## src/hw/rtl/tpms_pkg.sv

```systemverilog
// Shared types, constants and helpers of the turntable position move sequencer.
`default_nettype none

package tpms_pkg;

   // Encoder count arithmetic wraps at this width, two's complement
   localparam int COUNT_WIDTH = 32;

   // Field widths
   localparam int ENC_WIDTH   = 32;
   localparam int INDEX_WIDTH = 3;
   localparam int SPEED_WIDTH = 7;
   localparam int CORR_WIDTH  = 10;
   localparam int STEP_WIDTH  = 12;
   localparam int DRIVE_WIDTH = 8;
   localparam int ANGLE_WIDTH = STEP_WIDTH + 2;

   // Port widths
   localparam int CSR_INDEX_WIDTH = 2;
   localparam int CSR_DATA_WIDTH  = 12;
   localparam int REQ_DATA_WIDTH  = 40;
   localparam int RSP_DATA_WIDTH  = 16;

   // Register reset values and limits
   localparam logic [SPEED_WIDTH-1:0] SPEED_RESET = 7'd35;
   localparam logic [CORR_WIDTH-1:0]  CORR_RESET  = 10'd30;
   localparam logic [STEP_WIDTH-1:0]  STEP_RESET  = 12'd270;
   localparam logic [SPEED_WIDTH-1:0] SPEED_MAX   = 7'd100;
   localparam logic [INDEX_WIDTH-1:0] INDEX_LIMIT = 3'd5;

   // Position codes
   localparam logic [INDEX_WIDTH-1:0] POS_ZERO    = 3'd0;
   localparam logic [INDEX_WIDTH-1:0] POS_PLUS_1  = 3'd1;
   localparam logic [INDEX_WIDTH-1:0] POS_MINUS_1 = 3'd2;
   localparam logic [INDEX_WIDTH-1:0] POS_PLUS_2  = 3'd3;
   localparam logic [INDEX_WIDTH-1:0] POS_MINUS_2 = 3'd4;

   typedef logic signed [COUNT_WIDTH-1:0] count_type;
   typedef logic signed [ANGLE_WIDTH-1:0] angle_type;
   typedef logic signed [DRIVE_WIDTH-1:0] drive_type;

   typedef enum logic [CSR_INDEX_WIDTH-1:0] {
      CSR_MOTOR_SPEED = 2'd0,
      CSR_CORRECTION  = 2'd1,
      CSR_STEP_ANGLE  = 2'd2
   } csr_index_type;

   typedef enum logic [5:0] {
      PH_IDLE     = 6'b000001,
      PH_OUT_REV  = 6'b000010,
      PH_OUT_FWD  = 6'b000100,
      PH_BACK_FWD = 6'b001000,
      PH_BACK_REV = 6'b010000,
      PH_SETTLE   = 6'b100000
   } phase_type;

   typedef struct packed {
      logic [SPEED_WIDTH-1:0] motor_speed;
      logic [CORR_WIDTH-1:0]  correction_angle;
      logic [STEP_WIDTH-1:0]  step_angle;
   } cfg_type;

   typedef struct packed {
      logic                   op;
      logic [INDEX_WIDTH-1:0] target_index;
      logic [ENC_WIDTH-1:0]   encoder_count;
   } item_type;

   typedef struct packed {
      drive_type              drive;
      logic                   brake;
      logic                   busy_res;
      logic                   move_done;
      logic [INDEX_WIDTH-1:0] current_position;
   } result_type;

   // Signed target angle in counts for a position index
   function automatic angle_type angle_of(input logic [INDEX_WIDTH-1:0] idx,
                                          input logic [STEP_WIDTH-1:0]  step);
      angle_type one_step;
      angle_type res;
      one_step = angle_type'({2'b00, step});
      case (idx)
         POS_PLUS_1:  res = one_step;
         POS_MINUS_1: res = -one_step;
         POS_PLUS_2:  res = one_step <<< 1;
         POS_MINUS_2: res = -(one_step <<< 1);
         default:     res = '0;
      endcase
      return res;
   endfunction

endpackage

`default_nettype wire

```

## src/hw/rtl/tpms_csr.sv

```systemverilog
// Configuration registers of the turntable position move sequencer.
`default_nettype none

module tpms_csr (
   input  wire logic                                 clock,
   input  wire logic                                 reset,
   input  wire logic                                 csr_we,
   input  wire logic [tpms_pkg::CSR_INDEX_WIDTH-1:0] csr_index,
   input  wire logic [tpms_pkg::CSR_DATA_WIDTH-1:0]  csr_wdata,
   output tpms_pkg::cfg_type                         cfg
);

   tpms_pkg::cfg_type cfg_ff;
   tpms_pkg::cfg_type cfg_in;

   // Decode the write
   always_comb begin
      cfg_in = cfg_ff;
      if (csr_we) begin
         unique case (tpms_pkg::csr_index_type'(csr_index))
            tpms_pkg::CSR_MOTOR_SPEED: begin
               cfg_in.motor_speed = csr_wdata[tpms_pkg::SPEED_WIDTH-1:0];
            end
            tpms_pkg::CSR_CORRECTION: begin
               cfg_in.correction_angle = csr_wdata[tpms_pkg::CORR_WIDTH-1:0];
            end
            tpms_pkg::CSR_STEP_ANGLE: begin
               cfg_in.step_angle = csr_wdata[tpms_pkg::STEP_WIDTH-1:0];
            end
            default: begin
               cfg_in = cfg_ff;
            end
         endcase
      end
   end

   // Hold register values
   always_ff @(posedge clock) begin
      if (reset) begin
         cfg_ff.motor_speed      <= tpms_pkg::SPEED_RESET;
         cfg_ff.correction_angle <= tpms_pkg::CORR_RESET;
         cfg_ff.step_angle       <= tpms_pkg::STEP_RESET;
      end else begin
         cfg_ff <= cfg_in;
      end
   end

   assign cfg = cfg_ff;

endmodule

`default_nettype wire

```

## src/hw/rtl/tpms_seq.sv

```systemverilog
// Move sequencer state and per-beat step logic.
`default_nettype none

module tpms_seq (
   input  wire logic           clock,
   input  wire logic           reset,
   input  wire logic           process,
   input  wire tpms_pkg::item_type item,
   input  wire tpms_pkg::cfg_type  cfg,
   output tpms_pkg::result_type res
);

   tpms_pkg::phase_type                   phase_ff, phase_in, phase_mid;
   tpms_pkg::count_type                   start_ff, start_in;
   tpms_pkg::count_type                   rev_ff, rev_in;
   logic [tpms_pkg::INDEX_WIDTH-1:0]      pend_ff, pend_in;
   logic [tpms_pkg::INDEX_WIDTH-1:0]      pos_ff, pos_in;

   tpms_pkg::count_type                   cnt, d, e, from_rev;
   tpms_pkg::count_type                   tgt_c, tgt_lo_c, tgt_hi_c, corr_c;
   tpms_pkg::angle_type                   new_angle, tgt;
   logic signed [tpms_pkg::ANGLE_WIDTH:0] tgt_lo, tgt_hi, corr_s;
   logic [tpms_pkg::SPEED_WIDTH-1:0]      spd;
   tpms_pkg::drive_type                   drv_fwd, drv_rev;
   logic                                  start;

   // Operands
   always_comb begin
      cnt       = tpms_pkg::count_type'($signed(item.encoder_count));
      spd       = (cfg.motor_speed > tpms_pkg::SPEED_MAX) ? tpms_pkg::SPEED_MAX
                                                          : cfg.motor_speed;
      drv_fwd   = tpms_pkg::drive_type'({1'b0, spd});
      drv_rev   = -drv_fwd;
      new_angle = tpms_pkg::angle_of(item.target_index, cfg.step_angle);
      tgt       = tpms_pkg::angle_of(pend_ff, cfg.step_angle);
      corr_s    = $signed({{(tpms_pkg::ANGLE_WIDTH + 1 - tpms_pkg::CORR_WIDTH){1'b0}},
                           cfg.correction_angle});
      tgt_lo    = $signed({tgt[tpms_pkg::ANGLE_WIDTH-1], tgt}) - corr_s;
      tgt_hi    = $signed({tgt[tpms_pkg::ANGLE_WIDTH-1], tgt}) + corr_s;
      tgt_c     = tpms_pkg::count_type'(tgt);
      tgt_lo_c  = tpms_pkg::count_type'(tgt_lo);
      tgt_hi_c  = tpms_pkg::count_type'(tgt_hi);
      corr_c    = tpms_pkg::count_type'(corr_s);
      d         = cnt - start_ff;
      e         = cnt - start_ff - tgt_c;
      from_rev  = cnt - rev_ff;
      start     = item.op && (phase_ff == tpms_pkg::PH_IDLE) &&
                  (item.target_index < tpms_pkg::INDEX_LIMIT);
   end

   // Step the move sequence
   always_comb begin
      phase_in  = phase_ff;
      phase_mid = phase_ff;
      start_in  = start_ff;
      rev_in    = rev_ff;
      pend_in   = pend_ff;
      pos_in    = pos_ff;
      res.drive     = '0;
      res.brake     = 1'b0;
      res.move_done = 1'b0;
      if (start) begin
         start_in = cnt;
         pend_in  = item.target_index;
         if (new_angle <= 0) begin
            phase_in  = tpms_pkg::PH_OUT_REV;
            res.drive = drv_rev;
         end else begin
            phase_in  = tpms_pkg::PH_OUT_FWD;
            res.drive = drv_fwd;
         end
      end else begin
         unique case (phase_ff)
            tpms_pkg::PH_OUT_REV: begin
               if (!(d < tgt_lo_c)) begin
                  res.drive = drv_rev;
               end else begin
                  rev_in    = cnt;
                  res.brake = 1'b1;
                  phase_mid = tpms_pkg::PH_BACK_FWD;
               end
            end
            tpms_pkg::PH_OUT_FWD: begin
               if (d < tgt_hi_c) begin
                  res.drive = drv_fwd;
               end else begin
                  rev_in    = cnt;
                  res.brake = 1'b1;
                  phase_mid = tpms_pkg::PH_BACK_REV;
               end
            end
            tpms_pkg::PH_BACK_FWD: begin
               if (from_rev < corr_c) res.drive = drv_fwd;
               else phase_mid = tpms_pkg::PH_SETTLE;
            end
            tpms_pkg::PH_BACK_REV: begin
               if (-corr_c < from_rev) res.drive = drv_rev;
               else phase_mid = tpms_pkg::PH_SETTLE;
            end
            tpms_pkg::PH_SETTLE: begin
               phase_mid = tpms_pkg::PH_SETTLE;
            end
            default: begin
               phase_mid = tpms_pkg::PH_IDLE;
            end
         endcase
         // Settle by bang-bang drive toward the exact target
         if (phase_mid == tpms_pkg::PH_SETTLE) begin
            if (e == '0) begin
               pos_in        = pend_ff;
               phase_mid     = tpms_pkg::PH_IDLE;
               res.move_done = 1'b1;
            end else if (e[tpms_pkg::COUNT_WIDTH-1]) begin
               res.drive = drv_fwd;
            end else begin
               res.drive = drv_rev;
            end
         end
         if (phase_mid == tpms_pkg::PH_IDLE) begin
            res.drive = '0;
            res.brake = 1'b1;
         end
         phase_in = phase_mid;
      end
      res.busy_res         = (phase_in != tpms_pkg::PH_IDLE);
      res.current_position = pos_in;
   end

   // Advance state on each processed beat
   always_ff @(posedge clock) begin
      if (reset) begin
         phase_ff <= tpms_pkg::PH_IDLE;
         start_ff <= '0;
         rev_ff   <= '0;
         pend_ff  <= '0;
         pos_ff   <= '0;
      end else if (process) begin
         phase_ff <= phase_in;
         start_ff <= start_in;
         rev_ff   <= rev_in;
         pend_ff  <= pend_in;
         pos_ff   <= pos_in;
      end
   end

   a_phase_onehot: assert property (@(posedge clock) disable iff (reset)
      $onehot(phase_ff))
      else $error("phase register lost one-hot coding");

   a_done_goes_idle: assert property (@(posedge clock) disable iff (reset)
      process && res.move_done |=> phase_ff == tpms_pkg::PH_IDLE)
      else $error("move done without returning to idle");

   a_brake_stops: assert property (@(posedge clock) disable iff (reset)
      process && res.brake |-> res.drive == '0)
      else $error("brake applied while driving");

   a_pos_only_on_done: assert property (@(posedge clock) disable iff (reset)
      process && !res.move_done |=> pos_ff == $past(pos_ff))
      else $error("position changed without a completed move");

   a_start_busy: assert property (@(posedge clock) disable iff (reset)
      process && start |-> res.busy_res && !res.brake)
      else $error("accepted start did not begin a move");

endmodule

`default_nettype wire

```

## src/hw/rtl/turntable_position_move_sequencer_core.sv

```systemverilog
// Top level of the turntable position move sequencer: stream ports and pipeline registers.
// Request to response: input register, one pass of step compares, result register.
// Throughput: one beat per cycle when rsp_tready does not stall the result register.
// The result register frees whenever its beat is taken, so the input side keeps flowing.
// Reset (synchronous, active high): both stages empty, move idle at position 0,
// registers back to motor speed 35, correction 30, step angle 270.
`default_nettype none

module turntable_position_move_sequencer_core (
   input  wire logic                                 clock,
   input  wire logic                                 reset,
   input  wire logic                                 req_tvalid,
   output      logic                                 req_tready,
   // target_index[2:0], encoder_count[34:3], zero fill above
   input  wire logic [tpms_pkg::REQ_DATA_WIDTH-1:0]  req_tdata,
   // op[0]
   input  wire logic [0:0]                           req_tuser,
   output      logic                                 rsp_tvalid,
   input  wire logic                                 rsp_tready,
   // drive[7:0], brake[8], busy_res[9], move_done[10], current_position[13:11],
   // zero fill above
   output      logic [tpms_pkg::RSP_DATA_WIDTH-1:0]  rsp_tdata,
   input  wire logic                                 csr_we,
   input  wire logic [tpms_pkg::CSR_INDEX_WIDTH-1:0] csr_index,
   input  wire logic [tpms_pkg::CSR_DATA_WIDTH-1:0]  csr_wdata
);

   localparam int IDX_LO = 0;
   localparam int ENC_LO = tpms_pkg::INDEX_WIDTH;
   localparam int RES_BITS = $bits(tpms_pkg::result_type);

   tpms_pkg::cfg_type    cfg;
   tpms_pkg::item_type   item_ff, item_in;
   tpms_pkg::result_type res, res_ff;
   logic                 in_valid_ff, out_valid_ff;
   logic                 out_free, process;

   tpms_csr u_csr (
      .clock     (clock),
      .reset     (reset),
      .csr_we    (csr_we),
      .csr_index (csr_index),
      .csr_wdata (csr_wdata),
      .cfg       (cfg)
   );

   tpms_seq u_seq (
      .clock   (clock),
      .reset   (reset),
      .process (process),
      .item    (item_ff),
      .cfg     (cfg),
      .res     (res)
   );

   // Handshake between the two stages
   assign out_free   = !out_valid_ff || rsp_tready;
   assign process    = in_valid_ff && out_free;
   assign req_tready = !in_valid_ff || process;

   // Unpack the request beat
   always_comb begin
      item_in.op            = req_tuser[0];
      item_in.target_index  = req_tdata[IDX_LO +: tpms_pkg::INDEX_WIDTH];
      item_in.encoder_count = req_tdata[ENC_LO +: tpms_pkg::ENC_WIDTH];
   end

   // Stage valid flags
   always_ff @(posedge clock) begin
      if (reset) begin
         in_valid_ff  <= 1'b0;
         out_valid_ff <= 1'b0;
      end else begin
         if (req_tready) in_valid_ff <= req_tvalid;
         if (out_free) out_valid_ff <= process;
      end
   end

   // Payload registers
   always_ff @(posedge clock) begin
      if (req_tvalid && req_tready) item_ff <= item_in;
      if (process) res_ff <= res;
   end

   // Pack the response beat
   always_comb begin
      rsp_tdata = '0;
      rsp_tdata[7:0]   = res_ff.drive;
      rsp_tdata[8]     = res_ff.brake;
      rsp_tdata[9]     = res_ff.busy_res;
      rsp_tdata[10]    = res_ff.move_done;
      rsp_tdata[13:11] = res_ff.current_position;
   end

   assign rsp_tvalid = out_valid_ff;

   a_res_width: assert property (@(posedge clock) disable iff (reset)
      rsp_tvalid |-> RES_BITS <= tpms_pkg::RSP_DATA_WIDTH)
      else $error("result does not fit response beat");

   a_no_overwrite: assert property (@(posedge clock) disable iff (reset)
      out_valid_ff && !rsp_tready |=> out_valid_ff && $stable(res_ff))
      else $error("pending result lost before it was taken");

   a_flow: assert property (@(posedge clock) disable iff (reset)
      in_valid_ff && !process |=> in_valid_ff)
      else $error("stalled request dropped");

endmodule

`default_nettype wire

```

## config.mk

```make
export PLATFORM = sky130hd
export DESIGN_NAME = turntable_position_move_sequencer_core
export DESIGN_NICKNAME = d
export VERILOG_FILES = /design/src/hw/rtl/tpms_pkg.sv /design/src/hw/rtl/tpms_csr.sv /design/src/hw/rtl/tpms_seq.sv /design/src/hw/rtl/turntable_position_move_sequencer_core.sv
export SDC_FILE = /design/constraint.sdc
export NUM_CORES = 1
export LEC_CHECK = 0
export ABC_CLOCK_PERIOD_IN_PS = 9000
export BUFFER_PORTS_ARGS = -buffer_cell sky130_fd_sc_hd__buf_2
export CAP_MARGIN = 5
export CORE_MARGIN = 1.5
export CORE_UTILIZATION = 45
export DETAILED_ROUTE_END_ITERATION = 7
export PLACE_DENSITY = 0.66
export SYNTH_ARGS = -nofsm -noshare
export SYNTH_HDL_FRONTEND = slang
export SYNTH_SLANG_ARGS = --single-unit
export TNS_END_PERCENT = 50
```

## constraint.sdc

```tcl
create_clock -name clock -period 9 [get_ports clock]
set_clock_uncertainty 0.1 [all_clocks]
set_input_delay 0.9 -clock clock [delete_from_list [all_inputs] [get_ports clock]]
set_output_delay 0.9 -clock clock [all_outputs]
set_load 0.01 [all_outputs]
```

==> impl_summary.log, run 1 <==
INFO  metric fin_nets = ~2.3k
INFO  metric cts-resized-gates = 0
INFO  metric clkSinkCount = 157
INFO  metric grt_max_degree = 55
INFO  metric final_cell_mix = sky130_fd_sc_hd__nand2_1 (242), sky130_fd_sc_hd__a21oi_1 (207), sky130_fd_sc_hd__ha_1 (192), sky130_fd_sc_hd__nor2_1 (172), sky130_fd_sc_hd__inv_1 (151)
INFO  metric post_synth_instance_area = between 15000 and 20000 µm²
INFO  metric first_global_vias = 14.42k
INFO  metric drt-wirelength-per-cell = 17.32 µm
INFO  metric gp_congestion = about 0.93
INFO  metric timing_worst_slew_pin_value = 1068 ps
INFO  metric placed_cell_area = 16500 µm²
INFO  metric worst_ep_arrival_time = roughly 8000 ps
INFO  metric wl = 44.02 mm
INFO  metric dieWidth = 190.8 µm
INFO  metric hold_class = flop to flop
INFO  metric numPortBuffers = 70
INFO  metric dieArea = 36420 µm²
INFO  metric synth_area_per_cell = 7.696 µm²
INFO  metric cts-root-buf = sky130_fd_sc_hd__clkbuf_16
INFO  metric power.leakage = approximately 6.7 nW
INFO  metric number_of_antenna_violations_at_the_first_check_in_global_routing = 0
INFO  metric yosys_warnings = 0
INFO  metric synth_flop_cell = sky130_fd_sc_hd__dfxtp_1
INFO  metric final_area = 17070 µm²
INFO  metric die_h = 190.8 µm
INFO  metric finalSetupViolations = 0
INFO  metric num_rows = 68
INFO  metric vias_per_cell = 5.851
INFO  metric initial_utilization = 0.4585
INFO  metric drt_first_iter_violations = 669
INFO  metric clock_tree.buffer_depth = 2
INFO  metric period_minus_slack = approximately 8000 ps
INFO  metric final_number_of_hold_violating_endpoints = 0
INFO  metric grt.busiest_layer = met2
INFO  metric areaGrowthSynthToFinish = 7.518%
INFO  metric final_max_slew_viol_count = 0
INFO  metric yosysSeqAreaShare = 0.2295
INFO  metric fin_crit_sh = 0.8651
INFO  metric synth_edf_count = 50
INFO  metric maxSlewHeadroom = 0.2880
INFO  metric startpoint_type = flop
INFO  metric critical_path.endpoint_type = flop
INFO  metric grt_pass1_wl = 71.85 mm
INFO  metric status = complete, no violations
INFO  metric dp.final_hpwl = roughly 35 mm
INFO  metric postSynthRegisterBits = 157
INFO  metric share_of_final_layout_standard_cells_stronger_than_drive_strength_1 = 0.07139
INFO  metric post-route-drc-count = 0
INFO  metric grt.met2_usage = 0.4214
INFO  metric total_power_divided_by_cell_area = 137.1 nW/µm²
INFO  metric syn-instance-count = approximately 2.1k
INFO  metric fmax = 128.4 MHz
INFO  metric synth_async_sr_flop_share = 0
INFO  metric p_total = 2.341 mW
INFO  metric critical_path_class = flop to flop
INFO  metric antennaDiodeCount = 0
INFO  metric core = 34630 µm²
INFO  metric maxCapViolCount = 0
INFO  metric number_of_buffers_created_by_cts = 17
INFO  metric critical_path.slowest_cell = sky130_fd_sc_hd__and3_2
INFO  metric rsz0062_at_grt = false
INFO  metric global_route.usage.total = 0.2464
INFO  metric insertion_delay = 460 ps
INFO  metric cts_hold_repair.buffers = 0
INFO  metric vias = 14.87k
INFO  metric drt-pass1-iter-count = 5
INFO  metric synthDistinctLibCells = a little under 90
INFO  metric overflow = 0
INFO  metric use_met3 = 0.03368
INFO  metric ir_drop = 0.0001419 V
INFO  metric finalCoreUtilization = 0.4930
INFO  metric n_fill_cell = 3393
INFO  metric ctsHtreeMaxLevel = 4
INFO  metric crit_fanout = 32
INFO  metric cts.clk_slew.worst_paths = about 60 ps
INFO  metric most_frequent_standard_cell_in_the_layout_excluding_fill_and_tap_cells = sky130_fd_sc_hd__nand2_1
INFO  metric cts_tree = done
INFO  metric final.setup.tns = 0 ps
INFO  metric post-cts-setup-buffer-count = 0
INFO  metric detail-route-antenna-nets = 0
INFO  metric max_stage_delay = 910 ps
INFO  metric io_pins = 78
INFO  metric required = 9220 ps
INFO  metric grt_util_met1 = 0.3123
## cell type report
type                       instances  area, µm²  area share
inverter                         153      579.3     0.03394
sequential                       157       3643      0.2134
multi-input combinational       1669      11310      0.6628
tap                              455      569.3     0.03335
timing repair buffer              76      397.9     0.02331
clock buffer                      20      466.7     0.02734
clock inverter                    12      98.84    0.005791
## per-layer routing
metal / wire (µm) / vias to the layer above
met1: 20510 / 6992
met2: 20670 / 286
met5: 0 / -
li1: - / 7521
met4: 1486 / 0
met3: 1345 / 75
## worst max-delay path: cells and delay by family, from the launching register on
kind                     cells  cell delay [ps]
AND/OR/NAND/NOR              9             2600
multiplexers                 1              280
AO/OA/AOI/OAI               16             3250
XOR/XNOR                     1              120
flip-flops                   1              570
adder cells (fa/ha/maj)      2              670
## metrics by stage
step           hold WS [ps]  setup WS [ps]  std cells
2_1_floorplan         328.4           2526       2064
3_3_place_gp          335.0           1480       2510
3_5_place_dp          346.5           1249       2510
4_1_cts               355.4           1235       2542
5_1_grt               367.8          499.4       2542
6_report              352.4           1214       2542
## cells in the mapped netlist (all sizes together), types with 7 or more instances
cell,n,area [µm²]
a221oi,9,96.35
ha,192,2402
o31ai,12,90.09
a211o,10,96.35
a21o,45,337.8
nand2,242,908.4
dfxtp,107,2142
a31oi,21,131.4
clkbuf,74,277.8
and3,15,93.84
nand3,43,215.2
mux2i,58,580.6
xor2,34,297.8
a21oi,207,1036
and2,20,125.1
xnor2,58,508.0
mux2,9,101.4
nor2,173,649.4
nor4,16,106.4
nand3b,8,60.06
a22oi,9,67.56
or3,17,106.4
o211ai,35,262.8
or2,11,68.82
nand4,34,212.7
edfxtp,50,1501
o2111ai,8,70.07
nor3,42,210.2
o21a,22,165.2
a2111oi,8,76.32
a211oi,30,225.2
buf,11,70.07
or4,7,60.06
a21boi,7,52.55
inv,151,566.8
o21bai,12,90.09
nand2b,24,150.1
o21ai,106,530.5
nor2b,23,143.9
## where the power goes
part | switching, mW | total, mW | internal (mW)
Clock | 0.322 | 0.702 | 0.380
Sequential | 0.0337 | 0.791 | 0.757
Combinational | 0.514 | 0.848 | 0.333
## sequential cells by signal, summed over array words and instances, names as in the netlist
name and flops:
u_seq.start_ff 32, item_ff 36, in_valid_ff 1, rsp_tdata 14, u_seq.rev_ff 32, u_seq.phase_ff 6
u_seq.pend_ff 3, u_seq.pos_ff 3, rsp_tvalid 1, u_csr.cfg 29
## logic make-up (layout without fill, tap and decap cells)
logic type,count (synthesis),after routing,share of synthesized area
flops,157,157,0.2295
xor+xnor,92,92,0.05075
simple gates,708,708,0.2142
mux,67,67,0.04295
other cells,1,2,0.0002362
buf+inv,238,261,0.05840
compound gates,603,603,0.2470
fa+ha+maj,197,197,0.1570
## final timing paths
path	startpoint	endpoint	slack, ps	cells after the start
worst min register to register	u_seq.start_ff[8]$_SDFFE_PP0P_	u_seq.start_ff[8]$_SDFFE_PP0P_	350	2
worst min-delay path	u_seq.start_ff[8]$_SDFFE_PP0P_	u_seq.start_ff[8]$_SDFFE_PP0P_	350	2
worst max-delay path	u_seq.pend_ff[1]$_SDFFE_PP0P_	u_seq.rev_ff[17]$_SDFFE_PP0P_	1210	29
worst max register to register	u_seq.pend_ff[1]$_SDFFE_PP0P_	u_seq.rev_ff[17]$_SDFFE_PP0P_	1210	29
Note: power is estimated with default switching activity, not from simulation.
==> run 2: changes to the inputs <==
ABC_CLOCK_PERIOD_IN_PS = 8670   (was 9000)
clock period = 8.67 ns   (was 9 ns; I/O delays follow)
==> run 2 against run 1 <==
Net effect:
- global-route usage shrank 0.085 points
- wire length grew 0.33%
- flip-flop and latch count is the same
- sequential power grew 3.7%
- critical path type unchanged
- setup slack lost 100 ps
- final cell count is essentially flat
==> impl_summary.log, run 2 (same netlist as run 1, synthesis figures left out) <==
INFO  metric status = complete, no violations
INFO  metric power.leakage = 6.686 nW
INFO  metric n_fill_cell = 3389
INFO  metric number_of_buffers_created_by_cts = 17
INFO  metric final.setup.tns = 0 ps
INFO  metric total_power_divided_by_cell_area = 145.1 nW/µm²
INFO  metric path_delay_family = compound AO/OA/AOI/OAI gates
INFO  metric grt_pass1_wl = ~71 mm
INFO  metric fin_crit_sh = 0.8720
INFO  metric holdCritStartpoint = u_seq.start_ff[21]$_SDFFE_PP0P_
INFO  metric most_frequent_standard_cell_in_the_layout_excluding_fill_and_tap_cells = sky130_fd_sc_hd__nand2_1
INFO  metric post-route-drc-count = 0
INFO  metric fmax = 132.3 MHz
INFO  metric final_area = 17120 µm²
INFO  metric wl = 44.16 mm
INFO  metric reg2regPathDepth = 27
INFO  metric r2r_end = rsp_tdata[6]$_DFFE_PP_
INFO  metric initial_utilization = 0.4585
INFO  metric ir_drop = approximately 0.00017 V
INFO  metric detail-route-antenna-nets = 0
INFO  metric drt-wirelength-per-cell = ~17 µm
INFO  metric num_rows = between 60 and 70
INFO  metric antennaDiodeCount = 0
INFO  metric crit_fanout = 12
INFO  metric cell_internal_pwr = approximately 1.6 mW
INFO  metric vias = 14.97k
INFO  metric largest_registers = item_ff (36), u_seq.rev_ff (32), u_seq.start_ff (32)
INFO  metric first_global_vias = 14.19k
INFO  metric number_of_flip_flops_in_the_largest_register = 36
INFO  metric clkSinkCount = 157
INFO  metric critical_path_class = flop to flop
INFO  metric cts-root-buf = sky130_fd_sc_hd__clkbuf_16
INFO  metric setup.reg_to_reg.worst_slack = 1110 ps
INFO  metric hold_class = flop to flop
INFO  metric hold_depth = 2
INFO  metric areaGrowthSynthToFinish = 7.841%
INFO  metric r2r_start = u_seq.pend_ff[2]$_SDFFE_PP0P_
INFO  metric share_of_final_layout_standard_cells_stronger_than_drive_strength_1 = 0.07085
INFO  metric critical_path.endpoint_type = flop
INFO  metric worst_path_most_repeated_cell = sky130_fd_sc_hd__o21ai_0
INFO  metric die_h = about 190 µm
INFO  metric drt_first_iter_violations = 739
INFO  metric final_cell_mix = sky130_fd_sc_hd__nand2_1 (242), sky130_fd_sc_hd__a21oi_1 (207), sky130_fd_sc_hd__ha_1 (192), sky130_fd_sc_hd__nor2_1 (172), sky130_fd_sc_hd__inv_1 (151)
INFO  metric timing_worst_slew_pin_value = 994.6 ps
INFO  metric fin_nets = 2332
INFO  metric gp_congestion = 0.9350
INFO  metric detailedPlace.worstSlack = 1223 ps
INFO  metric final_max_slew_viol_count = 0
INFO  metric dieArea = 36420 µm²
INFO  metric rsz0062_at_grt = false
INFO  metric finalSetupViolations = 0
INFO  metric cts_tree = done
INFO  metric number_of_antenna_violations_at_the_first_check_in_global_routing = 0
INFO  metric insertion_delay = 470 ps
INFO  metric max_stage_delay = 750 ps
INFO  metric core = 34630 µm²
INFO  metric numPortBuffers = 70
INFO  metric global_route.usage.total = 0.2456
INFO  metric largest-register = item_ff
INFO  metric post-cts-setup-buffer-count = 0
INFO  metric cts-resized-gates = 0
INFO  metric clockPowerShare = 0.314
INFO  metric critical_path.n_buffers_inverters = 0
INFO  metric worst_ep_arrival_time = 7790 ps
INFO  metric dp.final_hpwl = 35.36 mm
INFO  metric placed_cell_area = roughly 17000 µm²
INFO  metric io_pins = around 80
INFO  metric timing.final.ws_setup = 1110 ps
INFO  metric ctsHtreeMaxLevel = 4
INFO  metric final_number_of_hold_violating_endpoints = 0
INFO  metric critical_path.slowest_cell = sky130_fd_sc_hd__nor2b_1
INFO  metric cts.clk_slew.worst_paths = around 60 ps
INFO  metric grt_max_degree = 51
INFO  metric power_switching = 898.9 µW
INFO  metric maxSlewHeadroom = 0.3198
INFO  metric startpoint_type = flop
INFO  metric cts_hold_repair.buffers = 0
INFO  metric maxCapViolCount = 0
INFO  metric drt-pass1-iter-count = 7
INFO  metric period_minus_slack = 7560 ps
INFO  metric vias_per_cell = just under 6
INFO  metric clock_tree.buffer_depth = 2
INFO  metric power.switching_fraction = 0.3618
INFO  metric dieWidth = 190.8 µm
INFO  metric share_comb_of_total_power = 0.356
INFO  metric required = 8900 ps
INFO  metric power_frac_seq = 0.330
INFO  metric hold_path_end = u_seq.start_ff[21]$_SDFFE_PP0P_
INFO  metric overflow = 0
-- run 2: tightest hold or removal path, stage by stage (launching register included) --
cell and delay (ps):
sky130_fd_sc_hd__dfxtp_1 310, sky130_fd_sc_hd__nand2_1 50, sky130_fd_sc_hd__a21oi_1 50
-- run 2: layout make-up --
type | instances | area (µm²) | share of cell area
clock inverters | 10 | 126.4 | 0.007381
inverters | 153 | 579.3 | 0.03384
well taps | 455 | 569.3 | 0.03325
multi-input cells | 1669 | 11310 | 0.6608
flip-flops and latches | 157 | 3643 | 0.2128
repair buffers | 78 | 412.9 | 0.02412
clock buffers | 22 | 475.5 | 0.02777
-- run 2: through the flow --
stage,hold WS [ps],instances,util,total power [mW]
after floorplan,328.4,2064,-,1.487
after global placement,334.9,2512,0.4771,1.688
after detailed placement,346.5,2512,0.4771,1.707
after CTS,353.8,2544,0.4944,2.492
after global routing,366.7,2544,0.4944,2.638
final,352.5,2544,0.4944,2.485
-- run 2: worst max-delay path by stage --
stage,from,end,slack (ps),cells past startpoint
2_1_floorplan,u_csr.cfg[3]$_SDFFE_PP1P_,u_seq.rev_ff[10]$_SDFFE_PP0P_,2200,29
3_3_place_gp,u_seq.pend_ff[2]$_SDFFE_PP0P_,rsp_tdata[6]$_DFFE_PP_,1350,27
6_report,u_seq.pend_ff[2]$_SDFFE_PP0P_,rsp_tdata[6]$_DFFE_PP_,1110,27
5_1_grt,u_seq.pend_ff[2]$_SDFFE_PP0P_,rsp_tdata[6]$_DFFE_PP_,600,27
4_1_cts,u_seq.pend_ff[2]$_SDFFE_PP0P_,rsp_tdata[6]$_DFFE_PP_,1140,27
3_5_place_dp,u_seq.pend_ff[2]$_SDFFE_PP0P_,rsp_tdata[6]$_DFFE_PP_,1220,27
-- run 2: power by group through the flow --
stage	combinational, mW	sequential [mW]	clock, mW
6_report	0.884	0.820	0.780
5_1_grt	0.987	0.824	0.827
4_1_cts	0.875	0.820	0.797
3_5_place_dp	0.871	0.836	0
3_3_place_gp	0.853	0.836	0
2_1_floorplan	0.667	0.820	0
-- run 2: metal layers --
layer  GRT usage  up-vias  routed length [µm]
li1            -     7517                   -
met1      0.3139     6974               20120
met2      0.4169      407               20620
met3     0.02963       70                1946
met4      0.1005        0                1475
met5           0        -                   0
==> run 3: changes to the inputs <==
CORE_ASPECT_RATIO = 1.75   (was default)
==> run 3 against run 2 <==
Net effect:
- sequential power grew 0.5%
- via count up 1.6%
- utilization increased by 0.21 points
- critical path type unchanged
==> impl_summary.log, run 3 (same netlist as run 1, synthesis figures left out) <==
INFO  metric status = complete, no violations
INFO  metric drt-wirelength-per-cell = around 19 µm
INFO  metric cts-resized-gates = 0
INFO  metric most_frequent_standard_cell_in_the_layout_excluding_fill_and_tap_cells = sky130_fd_sc_hd__nand2_1
INFO  metric post-cts-setup-buffer-count = 0
INFO  metric maxCapViolCount = 0
INFO  metric detail-route-antenna-nets = 0
INFO  metric finalSetupViolations = 0
INFO  metric total_power_divided_by_cell_area = between 100 and 150 nW/µm²
INFO  metric period_minus_slack = between 7000 and 8000 ps
INFO  metric worst_hold_margin = 355.6 ps
INFO  metric global_route.usage.total = 0.2649
INFO  metric hold_depth = 2
INFO  metric dieWidth = roughly 140 µm
INFO  metric fmax = 131.6 MHz
INFO  metric p_total = between 2 and 2.5 mW
INFO  metric insertion_delay = 470 ps
INFO  metric dp.final_hpwl = just under 40 mm
INFO  metric final_number_of_hold_violating_endpoints = 0
INFO  metric timing_worst_slew_pin_value = 1116 ps
INFO  metric critical_path_class = flop to flop
INFO  metric drt_first_iter_violations = approximately 860
INFO  metric cts_tree = done
INFO  metric vias_per_cell = 5.951
INFO  metric grt_pass1_wl = 76.47 mm
INFO  metric timing.final.ws_setup = 1071 ps
INFO  metric ir_drop = ~0.00014 V
INFO  metric io_pins = 78
INFO  metric worst_ep_arrival_time = 7810 ps
INFO  metric final_cell_mix = sky130_fd_sc_hd__nand2_1 (242), sky130_fd_sc_hd__a21oi_1 (207), sky130_fd_sc_hd__ha_1 (192), sky130_fd_sc_hd__nor2_1 (172), sky130_fd_sc_hd__inv_1 (151)
INFO  metric r2r_end = u_seq.rev_ff[13]$_SDFFE_PP0P_
INFO  metric first_global_vias = 14.71k
INFO  metric wl = 48.70 mm
INFO  metric power.leakage = between 6 and 7 nW
INFO  metric fin_nets = 2339
INFO  metric gp_congestion = 0.9197
INFO  metric numPortBuffers = 70
INFO  metric num_rows = 90
INFO  metric hold_path_end = u_seq.start_ff[14]$_SDFFE_PP0P_
INFO  metric grt_max_degree = 68
INFO  metric vias = 15.21k
INFO  metric setup.reg_to_reg.worst_slack = roughly 1100 ps
INFO  metric cts.clk_slew.worst_paths = roughly 70 ps
INFO  metric crit_fanout = 32
INFO  metric number_of_buffers_created_by_cts = 17
INFO  metric detailedPlace.worstSlack = 1145 ps
INFO  metric final_max_slew_viol_count = 0
INFO  metric largest-register = item_ff
INFO  metric fin_crit_sh = 0.8765
INFO  metric final.setup.tns = 0 ps
INFO  metric overflow = 0
INFO  metric critical_path.endpoint_type = flop
INFO  metric dieArea = 36460 µm²
INFO  metric final_area = ~17000 µm²
INFO  metric largest_registers = item_ff (36), u_seq.rev_ff (32), u_seq.start_ff (32)
INFO  metric drt-pass1-iter-count = 7
INFO  metric reg2regPathDepth = 25
INFO  metric cts_hold_repair.buffers = 0
INFO  metric cts-root-buf = sky130_fd_sc_hd__clkbuf_16
INFO  metric holdCritStartpoint = u_seq.start_ff[14]$_SDFFE_PP0P_
INFO  metric finalCoreUtilization = 0.4966
INFO  metric startpoint_type = flop
INFO  metric antennaDiodeCount = 0
INFO  metric placed_cell_area = 16580 µm²
INFO  metric areaGrowthSynthToFinish = 8.125%
INFO  metric clock_tree.buffer_depth = 2
INFO  metric number_of_antenna_violations_at_the_first_check_in_global_routing = 0
INFO  metric clkSinkCount = 157
INFO  metric r2r_start = u_seq.pend_ff[2]$_SDFFE_PP0P_
INFO  metric final_cells = 2556
INFO  metric share_of_final_layout_standard_cells_stronger_than_drive_strength_1 = 0.07538
INFO  metric core = approximately 35000 µm²
INFO  metric die_h = between 200 and 300 µm
INFO  metric ctsHtreeMaxLevel = 4
INFO  metric rsz0062_at_grt = false
INFO  metric post-place-cells = 2524
INFO  metric required = approximately 8900 ps
INFO  metric hold_class = flop to flop
INFO  metric number_of_flip_flops_in_the_largest_register = 36
INFO  metric maxSlewHeadroom = 0.2493
INFO  metric initial_utilization = 0.4592
INFO  metric post-route-drc-count = 0
[run 3: final cells by class]
type                    instances  area [µm²]
fillers                      3431       17400
multi-input cells            1669       11310
flip-flops and latches        157        3643
inverters                     153       579.3
well taps                     460       575.6
repair buffers                 85       465.4
clock buffers                  17       425.4
clock inverters                15       162.7
[run 3: worst max-delay path by stage]
stage | endpoint | slack (ps) | startpoint | cells after the start
after floorplan | u_seq.rev_ff[10]$_SDFFE_PP0P_ | 2200 | u_csr.cfg[3]$_SDFFE_PP1P_ | 29
after global placement | u_seq.rev_ff[13]$_SDFFE_PP0P_ | 1270 | u_seq.pend_ff[2]$_SDFFE_PP0P_ | 25
after detailed placement | u_seq.rev_ff[13]$_SDFFE_PP0P_ | 1150 | u_seq.pend_ff[2]$_SDFFE_PP0P_ | 25
after CTS | u_seq.rev_ff[13]$_SDFFE_PP0P_ | 1120 | u_seq.pend_ff[2]$_SDFFE_PP0P_ | 25
after global routing | u_seq.rev_ff[13]$_SDFFE_PP0P_ | 580 | u_seq.pend_ff[2]$_SDFFE_PP0P_ | 25
final | u_seq.rev_ff[13]$_SDFFE_PP0P_ | 1070 | u_seq.pend_ff[2]$_SDFFE_PP0P_ | 25
[run 3: power by group]
part,switching [mW],internal (mW)
clock network,0.371,0.387
logic,0.549,0.348
registers,0.0379,0.786
[run 3: worst max-delay path, cell delays in order, from the launching register on]
cell	delay, ps
sky130_fd_sc_hd__dfxtp_1	580
sky130_fd_sc_hd__nor2b_1	320
sky130_fd_sc_hd__nor2b_1	740
sky130_fd_sc_hd__nand2_1	110
sky130_fd_sc_hd__o21a_1	180
sky130_fd_sc_hd__inv_1	100
sky130_fd_sc_hd__ha_1	290
sky130_fd_sc_hd__inv_1	70
sky130_fd_sc_hd__a21oi_1	170
sky130_fd_sc_hd__or4b_2	670
sky130_fd_sc_hd__a311oi_1	800
sky130_fd_sc_hd__nor3_1	120
sky130_fd_sc_hd__xor2_1	190
sky130_fd_sc_hd__ha_1	310
sky130_fd_sc_hd__o21ai_0	170
sky130_fd_sc_hd__a21oi_1	60
sky130_fd_sc_hd__a211o_1	310
sky130_fd_sc_hd__maj3_1	370
sky130_fd_sc_hd__a21o_1	210
sky130_fd_sc_hd__o2111ai_1	120
sky130_fd_sc_hd__a221oi_1	170
sky130_fd_sc_hd__or3_1	400
sky130_fd_sc_hd__and3_2	230
sky130_fd_sc_hd__buf_4	280
sky130_fd_sc_hd__mux2i_1	250
sky130_fd_sc_hd__nor2_1	70
[run 3: layer usage]
| layer | vias up | track usage | share of wire |
|---|---|---|---|
| met1 | 7104 | 0.2560 | 0.37 |
| met4 | 0 | 0.1918 | 0.076 |
| met5 | - | 0 | 0 |
| met2 | 395 | 0.5148 | 0.53 |
| met3 | 165 | 0.02911 | 0.030 |
| li1 | 7548 | - | - |
